<file path="config.mk">
export PLATFORM = sky130hd
export DESIGN_NAME = evsm_ram
export DESIGN_NICKNAME = d
export VERILOG_FILES = /design/src/rtl/core/evsm_ram.sv
export SDC_FILE = /design/constraint.sdc
export NUM_CORES = 2
export LEC_CHECK = 0
export BUFFER_PORTS_ARGS = -buffer_cell sky130_fd_sc_hd__buf_4
export CAP_MARGIN = 10
export CORE_UTILIZATION = 30
export CTS_BUF_LIST = sky130_fd_sc_hd__clkbuf_8 sky130_fd_sc_hd__clkbuf_16
export DETAILED_ROUTE_END_ITERATION = 8
export PLACE_DENSITY = 0.47
export RECOVER_POWER = 100
export SYNTH_ARGS = -nofsm -noshare
export SYNTH_HDL_FRONTEND = slang
export SYNTH_SLANG_ARGS = --single-unit
</file>
<file path="constraint.sdc">
create_clock -name aclk -period 4.04 [get_ports aclk]
set_input_delay 0.808 -clock aclk [delete_from_list [all_inputs] [get_ports aclk]]
set_output_delay 0.808 -clock aclk [all_outputs]
set_load 0.03 [all_outputs]
</file>
<file path="src/rtl/core/evsm_ram.sv">
// Generic simple dual-port RAM with one write port and a registered read port.
module evsm_ram #(
    parameter int WIDTH = 8,
    parameter int DEPTH = 256,
    localparam int AW = (DEPTH > 1) ? $clog2(DEPTH) : 1
) (
    input  logic             aclk,
    input  logic             we,
    input  logic [AW-1:0]    waddr,
    input  logic [WIDTH-1:0] wdata,
    input  logic [AW-1:0]    raddr,
    output logic [WIDTH-1:0] rdata
);

    logic [WIDTH-1:0] mem [DEPTH];
    logic [WIDTH-1:0] rdata_reg;

    // Write on enable, register every read
    always_ff @(posedge aclk) begin
        if (we) begin
            mem[waddr] <= wdata;
        end
        rdata_reg <= mem[raddr];
    end

    assign rdata = rdata_reg;

endmodule

</file>
==> results.yml <==
drt:
  drtPass1Iterations: 7
  dr.first_iter.drc_count: 3777
  wl_um: 223500
  final_antenna_net_count: 0
  dr_total_vias: 39500
  drc_errors: 0
  routedWlPerCell_um: 28.36
  vias_per_cell: 5.013
die:
  initial_core_util: 0.3025
  num_rows: 188
  die_area_um2: 267300
  io_pins: 34
  die_height_um: 517.0
  die_x_um: 517.0
  core-area_um2: 263000
clock_tree:
  cts_inserted_buffers: 214
  htree_num_levels: 4
  cts_sinks: 2056
  path_clk_slew_ps: 60
  insertion_delay_ps: 860
  root_buffer: "clkbuf_16"
  hold_buffers: 0
  ctsResizeCount: 0
  cts_tree: "built"
  clockBufferDepth: 3
  cts_setup_buffers: 0
timing:
  drv_slew: 947
  period_share: 0.8888
  skew_ps: 47.29
  slew_headroom: -1.181
  fin_crit_ps: 3591
  holdWs_ps: 709.2
  worst_pin_slew_ps: 3271
  rsz0062_at_grt: "false"
  setup_viol_count_final: 0
  hold_viol: 0
  timing.setup.tns_ps: 0
  clock.fmax_ghz: 0.2785
pwr:
  p_sw_frac: 0.2218
  peakVddDrop_v: 0.0004791
  pwr-share-comb: 0.052
  p_switching_w: 0.009977
  p_int_w: 0.03500
  power.leakage_nw: 28.37
  p_clk_frac: 0.423
  power_density_nw_per_um2: 486.2
  power.total_w: 0.04498
  p_seq_frac: 0.525
logic_synthesis:
  synth_edf_count: 2048
  yosys_warnings: 0
  netlist_area_um2: 79560
  synth_most_common_cell: "edfxtp_1"
  synth_top_area_frac: 0.7730
  synth-seq-cells: 2056
  synth_nets: 3759
  ys_types: 55
  netlist_instances: 3733
  synthArstFlopShare: 0
  yosysTopAreaCell: "edfxtp_1"
  synthFlopType: "edfxtp_1"
  yosysSeqAreaShare: 0.7750
  synthTopCellsByCount: "2048 x edfxtp_1, 454 x mux4_2, 282 x nor2_1, 134 x mux2i_1, 133 x a22oi_1"
  synth_area_per_cell_um2: 21.31
  synth_area_leaders: "edfxtp_1 77%, mux4_2 13%, mux2i_1 1.7%"
run_status:
  status: "finished with violations"
  violations: "capacitance limit, slew limit"
global_route:
  grt_pass1_vias: 40260
  grt_max_degree: 129
  grt_pass1_wl_um: 315000
  antenna_found_initial: 17
  grt-ovfl-total: 0
  grt_usage: 0.1663
min_path:
  min_path_cells: 3
  min_path_type: "in -> reg"
setup_path:
  start_kind: "input port"
  worstPathRequired_ps: 4440
  ff2ff_path_depth: 7
  arrival_ps: 3990
  path_class: "in -> reg"
  worstSetupEndpointType: "flip-flop"
  critPathMaxFanout: 13
final_layout:
  drive_gt1_frac: 0.2330
  fin_nets: 4194
  fin_cells: 7879
  final_area_um2: 92510
  syn2layout_area_growth_pct: 16.28
  largest_reg_flops: 2048
placed_design:
  placed_cell_area_um2: 86650
  dp_hpwl_um: 141000
  portBuffers: 33
  dpl.cell_count: 7467
  globalplace.congestion: 0.8025
job:
  maxCapViolations: 15
[metrics by stage]
| step | utilization | setup WS [ps] |
|---|---|---|
| floorplan | - | 1294 |
| global placement | 0.3295 | -387.4 |
| detailed placement | 0.3295 | -41.68 |
| CTS | 0.3555 | 858.9 |
| global route | 0.3517 | 397.1 |
| finish | 0.3518 | 449.1 |
[layout make-up]
| cell class | count | area (um2) |
|---|---|---|
| multi-input combinational | 1442 | 16520 |
| timing repair buffer | 452 | 3068 |
| fill | 24760 | 170500 |
| inverter | 2 | 7.507 |
| clock buffer | 226 | 5520 |
| sequential | 2056 | 61660 |
| tap | 3515 | 4398 |
| clock inverter | 178 | 1313 |
| antenna | 8 | 20.02 |
[metal layers]
layer / share of wire / global-route usage / vias to the layer above
met5: 0.000063 / 0 / -
met4: 0.023 / 0.03877 / 2
met3: 0.051 / 0.02633 / 262
met2: 0.48 / 0.2696 / 1078
met1: 0.45 / 0.2341 / 21550
li1: - / - / 16600
[placed cells by master (no fill, tap or decap), types with 13 or more instances in the layout]
cell type and count:
a211oi_1 16, a21oi_1 96, a221oi_1 13, a22oi_1 133, buf_12 44, buf_4 160
clkbuf_1 224, clkbuf_16 214, clkbuf_2 18, clkinv_1 50, clkinv_2 48, edfxtp_1 2048
inv_1 50, mux2i_1 134, mux4_2 454, nand2_1 33, nand3_1 30, nor2_1 279
nor2b_1 28, nor3_1 22, nor4_1 22, o221ai_1 46, o22ai_1 28
[power by group through the flow]
| stage | combinational (W) | sequential (W) | clock, W |
|---|---|---|---|
| after CTS | 0.00243 | 0.0236 | 0.0195 |
| after floorplan | 0.00114 | 0.0240 | 0 |
| after global placement | 0.00242 | 0.0240 | 0 |
| after global routing | 0.00248 | 0.0236 | 0.0202 |
| after detailed placement | 0.00243 | 0.0240 | 0 |
| final | 0.00235 | 0.0236 | 0.0190 |
[logic make-up (layout without fill, tap and decap cells)]
| kind of cell | count (synthesis) | in the layout | synth area share |
|---|---|---|---|
| flip-flops | 2056 | 2056 | 0.7750 |
| multiplexers | 591 | 591 | 0.1462 |
| AND/OR/NAND/NOR | 466 | 466 | 0.02628 |
| AO/OA/AOI/OAI | 385 | 385 | 0.03419 |
| buffers and inverters | 235 | 858 | 0.01831 |
| other | 0 | 8 | 0 |
[path summary, 6_finish.rpt]
path | slack (ps) | endpoint | from
hold / removal | 710 | mem[167][1] | waddr[0]
setup / recovery | 450 | mem[253][3] | waddr[1]
hold reg to reg | 1100 | rdata[6] | mem[199][6]
setup reg to reg | 1170 | rdata[3] | mem[67][3]
[critical path, stage by stage]
cell and delay (ps):
clkbuf_1 330, nor2b_1 250, nand4_1 150, clkbuf_1 1710, nor2_1 720
No activity file was read; power rests on OpenSTA's default activity.
