===== src/rtl/core/evsm_pkg.sv =====
// Shared types and constants for the eight-voice sample mixer.
package evsm_pkg;

    // Sample store geometry
    localparam int SAMPLE_DEPTH = 16384;
    localparam int SAMPLE_AW    = 14;

    // Stream widths
    localparam int S_TDATA_W  = 64;
    localparam int S_TUSER_W  = 3;
    localparam int M_TDATA_W  = 16;
    localparam int COUNT_W    = 4;

    // Saturation limits of the 8-bit mix
    localparam logic signed [7:0] MIX_MAX = 8'sd127;
    localparam logic signed [7:0] MIX_MIN = -8'sd128;

    // Action codes carried on s_tuser
    typedef enum logic [2:0] {
        ACT_WRITE = 3'd0,
        ACT_PLAY  = 3'd1,
        ACT_STOP  = 3'd2,
        ACT_QUERY = 3'd3,
        ACT_MIX   = 3'd4
    } action_t;

    // Sequencer states
    typedef enum logic [2:0] {
        ST_IDLE,
        ST_START,
        ST_READ,
        ST_EVAL,
        ST_SAMPLE,
        ST_DONE
    } state_t;

    // One input item
    typedef struct packed {
        logic [2:0]           action;
        logic [SAMPLE_AW-1:0] address;
        logic signed [7:0]    sample_in;
        logic [5:0]           scale;
        logic [14:0]          length;
        logic [15:0]          label;
        logic                 loop_flag;
    } item_t;

    // One result item
    typedef struct packed {
        logic signed [7:0]    mixed_sample;
        logic                 accepted;
        logic                 playing;
        logic [COUNT_W-1:0]   active_count;
    } result_t;

    // One voice table entry as held in the voice memory
    typedef struct packed {
        logic [15:0]          label;
        logic [SAMPLE_AW-1:0] base;
        logic [14:0]          length;
        logic [14:0]          cursor;
        logic                 loop_flag;
    } voice_t;

endpackage


===== src/rtl/core/evsm_ctrl.sv =====
// Action sequencer: voice busy flags, count, and read-modify-write of the voice memory.
module evsm_ctrl #(
    parameter int VOICES = 8,
    localparam int VIW = (VOICES > 1) ? $clog2(VOICES) : 1
) (
    input  logic                            aclk,
    input  logic                            aresetn,
    input  logic                            item_valid,
    output logic                            item_ready,
    input  evsm_pkg::item_t                 item,
    input  logic                            sound_enabled,
    input  logic                            out_free,
    output logic                            res_done,
    output evsm_pkg::result_t               result,
    output logic                            vram_we,
    output logic [VIW-1:0]                  vram_waddr,
    output evsm_pkg::voice_t                vram_wdata,
    output logic [VIW-1:0]                  vram_raddr,
    input  evsm_pkg::voice_t                vram_rdata,
    output logic                            sram_we,
    output logic [evsm_pkg::SAMPLE_AW-1:0]  sram_waddr,
    output logic [7:0]                      sram_wdata,
    output logic [evsm_pkg::SAMPLE_AW-1:0]  sram_raddr,
    input  logic [7:0]                      sram_rdata
);

    localparam int CW = $clog2(VOICES + 1);

    evsm_pkg::state_t  state_reg, state_next;
    evsm_pkg::item_t   item_reg, item_next;
    logic [VIW-1:0]    vidx_reg, vidx_next;
    logic signed [7:0] acc_reg, acc_next;
    logic [VOICES-1:0] busy_reg, busy_next;
    logic [CW-1:0]     count_reg, count_next;
    logic              accepted_reg, accepted_next;
    logic              playing_reg, playing_next;

    logic              free_found;
    logic [VIW-1:0]    free_idx;
    logic              last_voice;
    logic              label_hit;
    logic              cur_wrap;
    logic              drop_voice;
    logic [14:0]       cur_eff;
    logic signed [14:0] scaled;
    logic signed [8:0] sum9;
    logic [CW+3:0]     count_ext;

    // Find the lowest free voice
    always_comb begin
        free_found = 1'b0;
        free_idx   = '0;
        for (int i = VOICES - 1; i >= 0; i--) begin
            if (!busy_reg[i]) begin
                free_found = 1'b1;
                free_idx   = VIW'(i);
            end
        end
    end

    // Voice entry decode and datapath helpers
    assign last_voice = (vidx_reg == VIW'(VOICES - 1));
    assign label_hit  = (vram_rdata.label == item_reg.label);
    assign cur_wrap   = (vram_rdata.cursor >= vram_rdata.length);
    assign drop_voice = cur_wrap && (!vram_rdata.loop_flag || (vram_rdata.length == '0));
    assign cur_eff    = cur_wrap ? '0 : vram_rdata.cursor;
    assign scaled     = item_reg.sample_in * $signed({1'b0, item_reg.scale});
    assign sum9       = {acc_reg[7], acc_reg} + {sram_rdata[7], sram_rdata};
    assign count_ext  = {4'b0, count_reg};

    // State register
    always_ff @(posedge aclk) begin
        if (!aresetn) begin
            state_reg <= evsm_pkg::ST_IDLE;
        end else begin
            state_reg <= state_next;
        end
    end

    // Control and working registers
    always_ff @(posedge aclk) begin
        if (!aresetn) begin
            busy_reg     <= '0;
            count_reg    <= '0;
            vidx_reg     <= '0;
            acc_reg      <= '0;
            accepted_reg <= 1'b0;
            playing_reg  <= 1'b0;
        end else begin
            busy_reg     <= busy_next;
            count_reg    <= count_next;
            vidx_reg     <= vidx_next;
            acc_reg      <= acc_next;
            accepted_reg <= accepted_next;
            playing_reg  <= playing_next;
        end
        item_reg <= item_next;
    end

    // Next state, memory accesses and result
    always_comb begin
        state_next    = state_reg;
        item_next     = item_reg;
        vidx_next     = vidx_reg;
        acc_next      = acc_reg;
        busy_next     = busy_reg;
        count_next    = count_reg;
        accepted_next = accepted_reg;
        playing_next  = playing_reg;
        item_ready    = 1'b0;
        res_done      = 1'b0;
        vram_we       = 1'b0;
        vram_waddr    = vidx_reg;
        vram_wdata    = vram_rdata;
        vram_raddr    = vidx_reg;
        sram_we       = 1'b0;
        sram_waddr    = item_reg.address;
        sram_wdata    = scaled[12:5];
        sram_raddr    = vram_rdata.base + cur_eff[evsm_pkg::SAMPLE_AW-1:0];

        unique case (state_reg)
            evsm_pkg::ST_IDLE: begin
                // Take an item and clear the per-item results
                item_ready = 1'b1;
                if (item_valid) begin
                    item_next     = item;
                    vidx_next     = '0;
                    acc_next      = '0;
                    accepted_next = 1'b0;
                    playing_next  = 1'b0;
                    state_next    = evsm_pkg::ST_START;
                end
            end

            evsm_pkg::ST_START: begin
                state_next = evsm_pkg::ST_DONE;
                case (evsm_pkg::action_t'(item_reg.action))
                    evsm_pkg::ACT_WRITE: begin
                        // Store floor(sample * scale / 32), low byte
                        sram_we = 1'b1;
                    end
                    evsm_pkg::ACT_PLAY: begin
                        // Claim the lowest free voice
                        if (sound_enabled && free_found) begin
                            vram_we              = 1'b1;
                            vram_waddr           = free_idx;
                            vram_wdata.label     = item_reg.label;
                            vram_wdata.base      = item_reg.address;
                            vram_wdata.length    = item_reg.length;
                            vram_wdata.cursor    = '0;
                            vram_wdata.loop_flag = item_reg.loop_flag;
                            busy_next[free_idx]  = 1'b1;
                            count_next           = count_reg + CW'(1);
                            accepted_next        = 1'b1;
                        end
                    end
                    evsm_pkg::ACT_STOP,
                    evsm_pkg::ACT_QUERY,
                    evsm_pkg::ACT_MIX: begin
                        state_next = evsm_pkg::ST_READ;
                    end
                    default: begin
                        state_next = evsm_pkg::ST_DONE;
                    end
                endcase
            end

            evsm_pkg::ST_READ: begin
                // Read busy voices, skip free ones
                if (busy_reg[vidx_reg]) begin
                    state_next = evsm_pkg::ST_EVAL;
                end else if (last_voice) begin
                    state_next = evsm_pkg::ST_DONE;
                end else begin
                    vidx_next = vidx_reg + VIW'(1);
                end
            end

            evsm_pkg::ST_EVAL: begin
                // Voice entry is on the memory output
                if (last_voice) begin
                    state_next = evsm_pkg::ST_DONE;
                end else begin
                    state_next = evsm_pkg::ST_READ;
                    vidx_next  = vidx_reg + VIW'(1);
                end
                case (evsm_pkg::action_t'(item_reg.action))
                    evsm_pkg::ACT_STOP: begin
                        if (label_hit) begin
                            busy_next[vidx_reg] = 1'b0;
                            count_next          = count_reg - CW'(1);
                        end
                    end
                    evsm_pkg::ACT_QUERY: begin
                        if (label_hit) begin
                            playing_next = 1'b1;
                        end
                    end
                    evsm_pkg::ACT_MIX: begin
                        if (drop_voice) begin
                            busy_next[vidx_reg] = 1'b0;
                            count_next          = count_reg - CW'(1);
                        end else begin
                            // Fetch the sample, write back the advanced cursor
                            vram_we           = 1'b1;
                            vram_wdata.cursor = cur_eff + 15'd1;
                            state_next        = evsm_pkg::ST_SAMPLE;
                            vidx_next         = vidx_reg;
                        end
                    end
                    default: begin
                        state_next = evsm_pkg::ST_DONE;
                    end
                endcase
            end

            evsm_pkg::ST_SAMPLE: begin
                // Add with saturation, then move to the next voice
                if (sum9[8] != sum9[7]) begin
                    acc_next = sum9[8] ? evsm_pkg::MIX_MIN : evsm_pkg::MIX_MAX;
                end else begin
                    acc_next = sum9[7:0];
                end
                if (last_voice) begin
                    state_next = evsm_pkg::ST_DONE;
                end else begin
                    state_next = evsm_pkg::ST_READ;
                    vidx_next  = vidx_reg + VIW'(1);
                end
            end

            evsm_pkg::ST_DONE: begin
                // Hand the result over once the output slot is free
                if (out_free) begin
                    res_done   = 1'b1;
                    state_next = evsm_pkg::ST_IDLE;
                end
            end

            default: begin
                state_next = evsm_pkg::ST_IDLE;
            end
        endcase
    end

    assign result.mixed_sample = acc_reg;
    assign result.accepted     = accepted_reg;
    assign result.playing      = playing_reg;
    assign result.active_count = count_ext[evsm_pkg::COUNT_W-1:0];

endmodule


===== config.mk =====
export PLATFORM = sky130hd
export DESIGN_NAME = evsm_ctrl
export DESIGN_NICKNAME = d
export VERILOG_FILES = /design/src/rtl/core/evsm_pkg.sv /design/src/rtl/core/evsm_ctrl.sv
export SDC_FILE = /design/constraint.sdc
export NUM_CORES = 1
export LEC_CHECK = 0
export BUFFER_PORTS_ARGS = -buffer_cell sky130_fd_sc_hd__buf_4
export CAP_MARGIN = 15
export CORE_UTILIZATION = 44
export CTS_CLUSTER_DIAMETER = 80
export CTS_CLUSTER_SIZE = 14
export DETAILED_ROUTE_END_ITERATION = 8
export GPL_TIMING_DRIVEN = 0
export PLACE_DENSITY_LB_ADDON = 0.12
export REMOVE_ABC_BUFFERS = 1
export SETUP_SLACK_MARGIN = 0.2
export SYNTH_ARGS = -nofsm -noshare
export SYNTH_HDL_FRONTEND = slang
export SYNTH_SLANG_ARGS = --single-unit
export TNS_END_PERCENT = 10

===== constraint.sdc =====
create_clock -name aclk -period 7.05 [get_ports aclk]
set_clock_uncertainty 0.15 [all_clocks]
set_input_delay 1.0575 -clock aclk [delete_from_list [all_inputs] [get_ports aclk]]
set_output_delay 1.0575 -clock aclk [all_outputs]
set_load 0.02 [all_outputs]

==> reports/metrics.yaml, run 1 <==
status: "finished, final reports clean"
num_rows: 48
async_flop_share: 0
syn2layout_area_growth_pct: 29.61
viasPerCell: 5.367
post_drt_wl_per_cell_um: 16.64
powerDensity_nw_per_um2: 452.0
synth-compound-area-share: 0.1653
fmax_ghz: 0.1546
clock_latency_ns: 0.35
ant_nets: 0
yosys.area_share.simple: 0.2178
synth_xor_area_frac: 0.05405
grt_pass1_vias: 6990
p_leak_nw: 4.776
netlist_top_cells_count: "nand2_1 (165), inv_1 (72), ha_1 (64)"
dieArea_um2: 18590
yosysWarnings: 0
syn_inst: 906
nets: 1369
timing.final.hold_violations: 0
tightest_slew_ns: 1.019
yosys.area.top_type: "edfxtp_1"
finalSetupViolations: 0
cp.required_ns: 5.84
cts_tree: "built"
syn_avg_cell_area_um2: 8.764
overflow: 0
grt_max_degree: 64
clk_pin_slew_ns: 0.07
muxShareOfSynthArea: 0.007564
slew_viol_final: 0
die_w_um: 136.3
finalCritPeriodShare: 0.9177
die_h_um: 136.3
drc: 0
clock-sinks: 91
critPathArrivalTime_ns: 5.26
grt_pass1_wl_um: 35760
holdBufCountCts: 0
drt_first_iter_violations: 401
rrSetupSlack_ns: 4.00
dp_hpwl_um: 18250
total_power_mw: 4.651
regArea_um2: 2452
cts_resized: 0
slowest_stage: "a21oi_2"
htreeDepth: 3
max-slew-margin-rel: 0.3204
synth-seq-cells: 91
ctsRootBufferMaster: "clkbuf_16"
hold_class: "flop to flop"
synthDominantCellAreaShare: 0.2383
ir_drop_uv: 1795
drt-pass1-iter-count: 5
start_util: 0.4543
ys.flop_type: "edfxtp_1"
path_class: "input pin to output pin"
postCtsSetupBuffers: 0
design.core.area_um2: 17480
ios: 258
yosys-top-cells-area: "edfxtp_1 (24%), ha_1 (10%), fa_1 (8.1%)"
cts_buffer_depth: 2
synth_top_family_by_area: "simple AND/OR/NAND/NOR gates"
rsz0062_at_grt: "no"
grt.total_usage: 0.2507
n_antenna_cell: 0
timing.hold.ws_ns: 0.3126
ys_seq_area_frac: 0.3089
portBuffers: 257
wl_um: 22730
fillers: 1639
finalWeightedCongestion: 0.8338
cts_buffers: 9
netlist_area_um2: 7940
ys_types: 71
cp-end-kind: "output pin"
multiInputGateArea_um2: 4982
antenna_found_initial: 0
largest_reg_flops: 49
max-cap-violations: 0
synth_fa_ha_area_frac: 0.1815
synth-edff-count: 63
cp_cell_sequence: "buf_4 > inv_1 > ha_1 > nand2b_1 > a211oi_1 > o31ai_1 > a21oi_2 > and2_1 > ha_1 > a211oi_1 > o21bai_1 > nor3_1 > o31ai_1 > o41ai_1 > o21ai_0 > xnor2_1 > buf_4"
fin_crit_ns: 6.470
critPathLaunchType: "input pin"
layout-drive-gt1-share: 0.2559
critical_path_peak_fanout: 26
cp_slowest_stage_delay_ns: 0.82
route.vias.total: 7332
yosysMostFrequentCell: "nand2_1"
==> cell type report <==
cell class	instances	area share
multi-input combinational	700	0.4841
sequential	91	0.2383
timing repair buffer	260	0.1948
tap	225	0.02736
inverter	74	0.02723
clock buffer	12	0.02505
clock inverter	4	0.003161
==> power breakdown <==
group / internal (mW) / switching, mW / leakage (nW)
Sequential: 0.742 / 0.137 / 0.823
Combinational: 1.45 / 1.84 / 3.81
Clock: 0.264 / 0.220 / 0.141
Total: 2.46 / 2.20 / 4.78
==> cell usage in the layout, fill, tap and decap left out, types with 32 or more instances in the layout <==
| master | instances |
|---|---|
| nand2_1 | 164 |
| nor2_1 | 41 |
| o21ai_0 | 46 |
| ha_1 | 64 |
| inv_1 | 71 |
| edfxtp_1 | 63 |
| a21oi_1 | 39 |
| buf_4 | 257 |
| fa_1 | 32 |
| and2_1 | 48 |
==> worst max-delay path, delay by kind of cell <==
family	cells	cell delay [ns]
AOI/OAI and AO/OA	8	2.38
and+or+nand+nor	3	0.72
adders and majority gates	2	0.51
buffers and inverters	3	0.39
xor gates and xnor gates	1	0.19
==> kinds of logic (layout without fill, tap and decap cells) <==
kind of cell / count (synthesis) / in the layout
compound gates: 192 / 192
simple gates: 357 / 357
xor+xnor: 49 / 49
buf+inv: 115 / 350
mux: 6 / 6
fa+ha+maj: 96 / 96
flops: 91 / 91
==> metrics by stage <==
stage	std cells	TNS (ns)	area, µm²	util	setup WS [ns]
3_5_place_dp	1350	0	10000	0.5722	0.5836
4_1_cts	1366	0	10290	0.5888	0.5759
5_1_grt	1366	0	10290	0.5888	0.2098
6_report	1366	0	10290	0.5888	0.5799
3_3_place_gp	1347	-9.294	9913	0.5672	-0.4533
2_1_floorplan	865	0	7702	-	1.342
==> worst paths after layout <==
kind,endpoint,cells after the start,start
setup / recovery,sram_raddr[13],17,vram_rdata[1]
hold / removal,accepted_reg,2,accepted_reg
setup reg to reg,count_reg[3],9,state_reg[1]
hold reg to reg,accepted_reg,2,accepted_reg
==> per-layer routing <==
| layer | global-route usage | up-vias | routed length, µm |
|---|---|---|---|
| li1 | - | 3645 | - |
| met1 | 0.2965 | 3433 | 9336 |
| met2 | 0.4436 | 224 | 11490 |
| met3 | 0.05332 | 30 | 1385 |
| met4 | 0.09012 | 0 | 518 |
| met5 | 0 | - | 0 |
Power figures use the tool's default switching activity.
==> inputs of run 2 (changes only) <==
--- a/config.mk
+++ b/config.mk
@@ -5,6 +5,7 @@
 export SDC_FILE = /design/constraint.sdc
 export NUM_CORES = 1
 export LEC_CHECK = 0
+export ABC_AREA = 1
 export BUFFER_PORTS_ARGS = -buffer_cell sky130_fd_sc_hd__buf_4
 export CAP_MARGIN = 15
 export CORE_UTILIZATION = 44
==> reports/metrics.yaml, run 2 <==
status: "finished, final reports clean"
die_h_um: 141.4  # +3.7%
critical_path_peak_fanout: 8  # -69%
async_flop_share: 0  # unchanged
yosys.area.top_type: "edfxtp_1"
fin_crit_ns: 5.786  # -0.6842 ns
r2r-start: "state_reg[0]"
internal_power_mw: 2.372  # -3.4%
post_dp_cell_area_um2: 10560  # +5.6%
ant_nets: 0  # unchanged
synth-seq-cells: 91  # unchanged
finalSetupViolations: 0  # unchanged
synthDominantCellAreaShare: 0.2214  # -0.01688
final_util: 0.5760  # -0.01289
critPathArrivalTime_ns: 4.58  # -0.68 ns
yosysWarnings: 0  # unchanged
drc: 0  # unchanged
yosys-top-cells-area: "edfxtp_1 (22%), nand2_1 (13%), ha_1 (9.4%)"
largest_reg_flops: 49  # unchanged
fillers: 1841  # +12%
holdBufCountCts: 0  # unchanged
tightest_slew_ns: 0.8856  # -0.1339 ns
slowest_stage: "fa_1"
cts_buffer_depth: 2  # unchanged
grt_max_degree: 66  # +3.1%
postCtsSetupBuffers: 0  # unchanged
grt.total_usage: 0.2455  # -0.005153
critPathBufInv: 4  # +1
num_rows: 50  # +4.2%
critPathLaunch: "item_reg[33]"
grt_pass1_wl_um: 38840  # +8.6%
ys_seq_area_frac: 0.2870  # -0.02189
critPathLaunchType: "flop"
powerDensity_nw_per_um2: 433.3  # -4.1%
dp_hpwl_um: 18390  # +0.78%
layout_commonest_cell: "nand2_1"
layout-drive-gt1-share: 0.2375  # -0.01841
overflow: 0  # unchanged
rsz0062_at_grt: "no"
timing.hold.ws_ns: 0.3048  # -0.007782 ns
finalCritPeriodShare: 0.8207  # -0.09705
netlist_top_cells_count: "nand2_1 (301), inv_1 (185), nand3_1 (101)"
start_util: 0.4523  # -0.002006
syn_inst: 1152  # +27%
drt-pass1-iter-count: 6  # +1
synth-edff-count: 63  # unchanged
seq_power_share: 0.177  # -0.012
ios: 258  # unchanged
multiInputGateArea_um2: 5087  # +2.1%
rrSetupSlack_ns: 4.04  # +0.04 ns
n_antenna_cell: 0  # unchanged
drt_first_iter_violations: 538  # +34%
fin_tns_setup_ns: 0  # unchanged
ir_drop_uv: 525.6  # -71%
clk_pin_slew_ns: 0.08  # about the same
final_area_um2: 10880  # +5.7%
post_drt_wl_per_cell_um: 14.45  # -13%
design.core.area_um2: 18890  # +8.1%
portBuffers: 257  # unchanged
critPathTopFamily: "adder cells"
cp-end-kind: "output pin"
max-slew-margin-rel: 0.4096  # +0.08923
slew_viol_final: 0  # unchanged
pwr-share-comb: 0.709  # +0.002
regArea_um2: 2452  # unchanged
ys.flop_type: "edfxtp_1"
clock_latency_ns: 0.36  # about the same
route.vias.total: 8192  # +12%
ys_types: 51  # -28%
max-cap-violations: 0  # unchanged
final_cell_mix: "nand2_1 (301), buf_4 (257), inv_1 (184)"
hold_class: "flop to flop"
r2r-end: "busy_reg[3]"
endpoint: "sram_wdata[7]"
nets: 1609  # +18%
netlist_area_um2: 8546  # +7.6%
finalWeightedCongestion: 0.8839  # +6.0%
cp.required_ns: 5.84  # about the same
cts_tree: "built"
path_depth: 14  # -3
syn_avg_cell_area_um2: 7.418  # -15%
cts_resized: 0  # unchanged
path_class: "flop to output pin"
fmax_ghz: 0.1728  # +12%
cts_buffers: 9  # unchanged
antenna_found_initial: 0  # unchanged
yosysMostFrequentCell: "nand2_1"
r2r_cells: 12  # +3
wl_um: 23710  # +4.3%
viasPerCell: 4.992  # -7.0%
syn2layout_area_growth_pct: 27.34
switching_share: 0.4969  # +0.02484
crit_top_cell: "fa_1"
htreeDepth: 3  # unchanged
p_switching_mw: 2.343  # +6.7%
cp_cell_sequence: "nand2_1 > inv_1 > fa_1 > fa_1 > fa_1 > inv_1 > fa_1 > inv_1 > ha_1 > nand4_1 > nor4_1 > a21oi_1 > xor2_1 > buf_4"
p_clk_frac: 0.114  # +0.010
ctsRootBufferMaster: "clkbuf_16"
die_w_um: 141.4  # +3.7%
timing.final.hold_violations: 0  # unchanged
dieArea_um2: 19980  # +7.5%
clock-sinks: 91  # unchanged
cp_slowest_stage_delay_ns: 0.58  # -0.24 ns
grt_pass1_vias: 7950  # +14%
p_leak_nw: 5.511  # +15%
## run 2: changes by cell type after synthesis, sizes merged, moves of 8 or more
| cell | delta |
|---|---|
| inv | +122 |
| and2 | -48 |
| nand3 | +81 |
| a21oi | +37 |
| o21a | -8 |
| a21o | -8 |
| nand2 | +143 |
| nor3 | -9 |
| nor2 | +19 |
## run 2: worst min path at each step
| stage | cells after the start | end | from |
|---|---|---|---|
| 4_1_cts | 2 | accepted_reg | accepted_reg |
| 5_1_grt | 2 | accepted_reg | accepted_reg |
| 3_5_place_dp | 2 | accepted_reg | accepted_reg |
| 6_report | 2 | accepted_reg | accepted_reg |
| 2_1_floorplan | 2 | busy_reg[1] | busy_reg[1] |
| 3_3_place_gp | 2 | accepted_reg | accepted_reg |
## run 2: kinds of logic (layout without fill, tap and decap cells)
logic type      Yosys count  count (layout)  synth area share
simple gates            513             513            0.2723
buf+inv                 242             471            0.1177
compound gates          168             168            0.1113
xor+xnor                 42              42           0.04305
flops                    91              91            0.2870
fa+ha+maj                96              96            0.1687
## run 2: power by group through the flow
stage	registers [mW]	logic, mW	clock network (mW)
2_1_floorplan	0.860	2.23	0
3_3_place_gp	0.855	3.33	0
3_5_place_dp	0.847	3.38	0
4_1_cts	0.836	3.39	0.551
5_1_grt	0.853	3.76	0.566
6_report	0.836	3.34	0.538
## run 2: layout make-up
cell class              count  share of cell area
clock buffers               9             0.02070
inverters                 197             0.06864
repair buffers            258              0.1791
well taps                 260             0.02990
clock inverters             7            0.008739
flip-flops and latches     91              0.2254
multi-input cells         819              0.4675
## run 2: tightest hold or removal path, cell delays in order, from the launching register on
cell	delay, ns
dfxtp_1	0.32
inv_1	0.05
a21oi_1	0.05
## run 2: layer usage
metal	wire length (µm)	GRT usage
met4	486	0.07437
met3	1756	0.06311
met2	11070	0.4161
met1	10390	0.3058
met5	0	0
## run 2: metrics by stage
step           instances  setup WS [ns]  power (mW)
5_1_grt             1641         0.9645       5.180
4_1_cts             1641          1.210       4.777
3_5_place_dp        1625          1.477       4.227
3_3_place_gp        1624          1.511       4.189
2_1_floorplan       1107          1.890       3.088
6_report            1641          1.264       4.715
==> inputs of run 3 (changes only) <==
==> constraint.sdc (replaced) <==
create_clock -name aclk -period 5.93 [get_ports aclk]
set_clock_uncertainty 0.15 [all_clocks]
set_input_delay 0.8895 -clock aclk [delete_from_list [all_inputs] [get_ports aclk]]
set_output_delay 0.8895 -clock aclk [all_outputs]
set_load 0.02 [all_outputs]
==> reports/metrics.yaml, run 3 (synthesis gave the netlist of run 2 again) <==
slew_viol_final: 0  # unchanged
portBuffers: 257  # unchanged
ir_drop_uv: 645.8  # +23%
finalCritPeriodShare: 0.9336
cts_tree: "built"
critical_path_peak_fanout: 5  # -3
ant_nets: 0  # unchanged
switching_share: 0.4944  # -0.002455
syn2layout_area_growth_pct: 28.65
seq_power_share: 0.172  # -0.005
critPathLaunch: "item_reg[35]"
hold_class: "flop to flop"
p_leak_nw: 5.555  # +0.79%
r2r-end: "busy_reg[3]"
layout_commonest_cell: "nand2_1"
final_cell_mix: "nand2_1 (301), buf_4 (267), inv_1 (183)"
layout-drive-gt1-share: 0.2473  # +0.009795
p_switching_mw: 2.842  # +21%
dieArea_um2: 19980  # unchanged
die_h_um: 141.4  # unchanged
cp-end-kind: "output pin"
largest_reg_flops: 49  # unchanged
finalWeightedCongestion: 0.8839  # unchanged
wl_um: 23910  # +0.82%
ios: 258  # unchanged
drt-pass1-iter-count: 5  # -1
tightest_slew_ns: 0.8877  # +0.002097 ns
clk_pin_slew_ns: 0.08  # about the same
finalSetupViolations: 0  # unchanged
rsz0062_at_grt: "yes"
p_clk_frac: 0.111  # -0.003
grt.total_usage: 0.2455  # unchanged
clock_latency_ns: 0.36  # about the same
critPathArrivalTime_ns: 4.50  # -0.08 ns
cts_buffers: 9  # unchanged
min_path_cells: 2  # unchanged
grt_pass1_wl_um: 38840  # unchanged
post_drt_wl_per_cell_um: 14.48  # +0.21%
n_antenna_cell: 0  # unchanged
internal_power_mw: 2.906  # +23%
status: "finished, final reports clean"
timing.final.hold_violations: 0  # unchanged
r2r_cells: 12  # unchanged
endpoint: "sram_wdata[7]"
htreeDepth: 3  # unchanged
rrSetupSlack_ns: 2.91  # -1.13 ns
cp.required_ns: 4.89  # -0.95 ns
nets: 1619  # +0.62%
cp_slowest_stage_delay_ns: 0.63  # +0.05 ns
design.core.area_um2: 18890  # unchanged
worstHoldStart: "accepted_reg"
path_class: "flop to output pin"
grt_pass1_vias: 7950  # unchanged
route.vias.total: 8224  # +0.39%
fin_crit_ns: 5.536
r2r-start: "state_reg[0]"
clock-sinks: 91  # unchanged
cts_buffer_depth: 2  # unchanged
fin_tns_setup_ns: 0  # unchanged
viasPerCell: 4.981  # -0.22%
ctsRootBufferMaster: "clkbuf_16"
max-cap-violations: 0  # unchanged
dp_hpwl_um: 18390  # unchanged
timing.hold.ws_ns: 0.3050  # +0.0001550 ns
start_util: 0.4523  # unchanged
drc: 0  # unchanged
fmax_ghz: 0.1806
slowest_stage: "fa_2"
overflow: 0  # unchanged
max-slew-margin-rel: 0.4082  # -0.001398
critPathLaunchType: "flop"
antenna_found_initial: 0  # unchanged
drt_first_iter_violations: 476  # -12%
pwr-share-comb: 0.717  # +0.008
holdBufCountCts: 0  # unchanged
die_w_um: 141.4  # unchanged
num_rows: 50  # unchanged
powerDensity_nw_per_um2: 522.9  # +21%
grt_max_degree: 66  # unchanged
cp_cell_sequence: "buf_4 > nand2_1 > inv_1 > fa_2 > fa_1 > fa_1 > inv_1 > fa_1 > inv_1 > ha_1 > nand4_1 > nor4_2 > a21oi_2 > xor2_1 > buf_4"
run 3: metal layers:
metal / up-vias / track usage / wire [µm]
met5: - / 0 / 0
met4: 0 / 0.07437 / 499
met3: 35 / 0.06311 / 1795
met2: 269 / 0.4161 / 11150
met1: 3715 / 0.3058 / 10460
li1: 4205 / - / -
run 3: worst min path at each step:
stage,endpoint,slack (ns)
4_1_cts,accepted_reg,0.31
2_1_floorplan,busy_reg[1],0.32
3_3_place_gp,accepted_reg,0.29
3_5_place_dp,accepted_reg,0.29
5_1_grt,accepted_reg,0.33
6_report,accepted_reg,0.30
run 3: final cells by class:
cell class	count	area, µm²
Multi-Input combinational cell	819	5125
Timing Repair Buffer	268	2024
Clock inverter	7	95.09
Sequential cell	91	2452
Inverter	197	747.0
Clock buffer	9	225.2
Tap cell	260	325.3
Fill cell	1831	7899
run 3: power by group through the flow:
stage / clock network (mW) / logic (mW) / registers [mW]
final: 0.640 / 4.12 / 0.987
after global routing: 0.672 / 4.62 / 1.01
after CTS: 0.655 / 4.03 / 0.994
after detailed placement: 0 / 4.02 / 1.01
after global placement: 0 / 3.96 / 1.02
after floorplan: 0 / 2.65 / 1.02
run 3: metrics by stage:
stage,setup WS [ns],util,power [mW],cell area (µm²),cells
2_1_floorplan,0.9381,-,3.672,8284,1107
3_3_place_gp,0.6850,0.5578,4.980,10540,1624
3_5_place_dp,0.6613,0.5590,5.025,10560,1625
4_1_cts,0.2581,0.5760,5.679,10880,1641
5_1_grt,0.1783,0.5819,6.296,10990,1651
6_report,0.3940,0.5819,5.749,10990,1651
run 3: worst max-delay path: cells and delay by family, from the launching register on:
kind / cells / cell delay (ns)
xor gates and xnor gates: 1 / 0.16
AOI/OAI and AO/OA: 1 / 0.11
DFF: 1 / 0.48
adders and majority gates: 5 / 2.45
and+or+nand+nor: 3 / 0.44
buffers and inverters: 5 / 0.50
run 3: timing repair:
item,in CTS,in global routing
setup endpoints to repair,0,3
gates resized for setup,0,6
buffers inserted,0,10
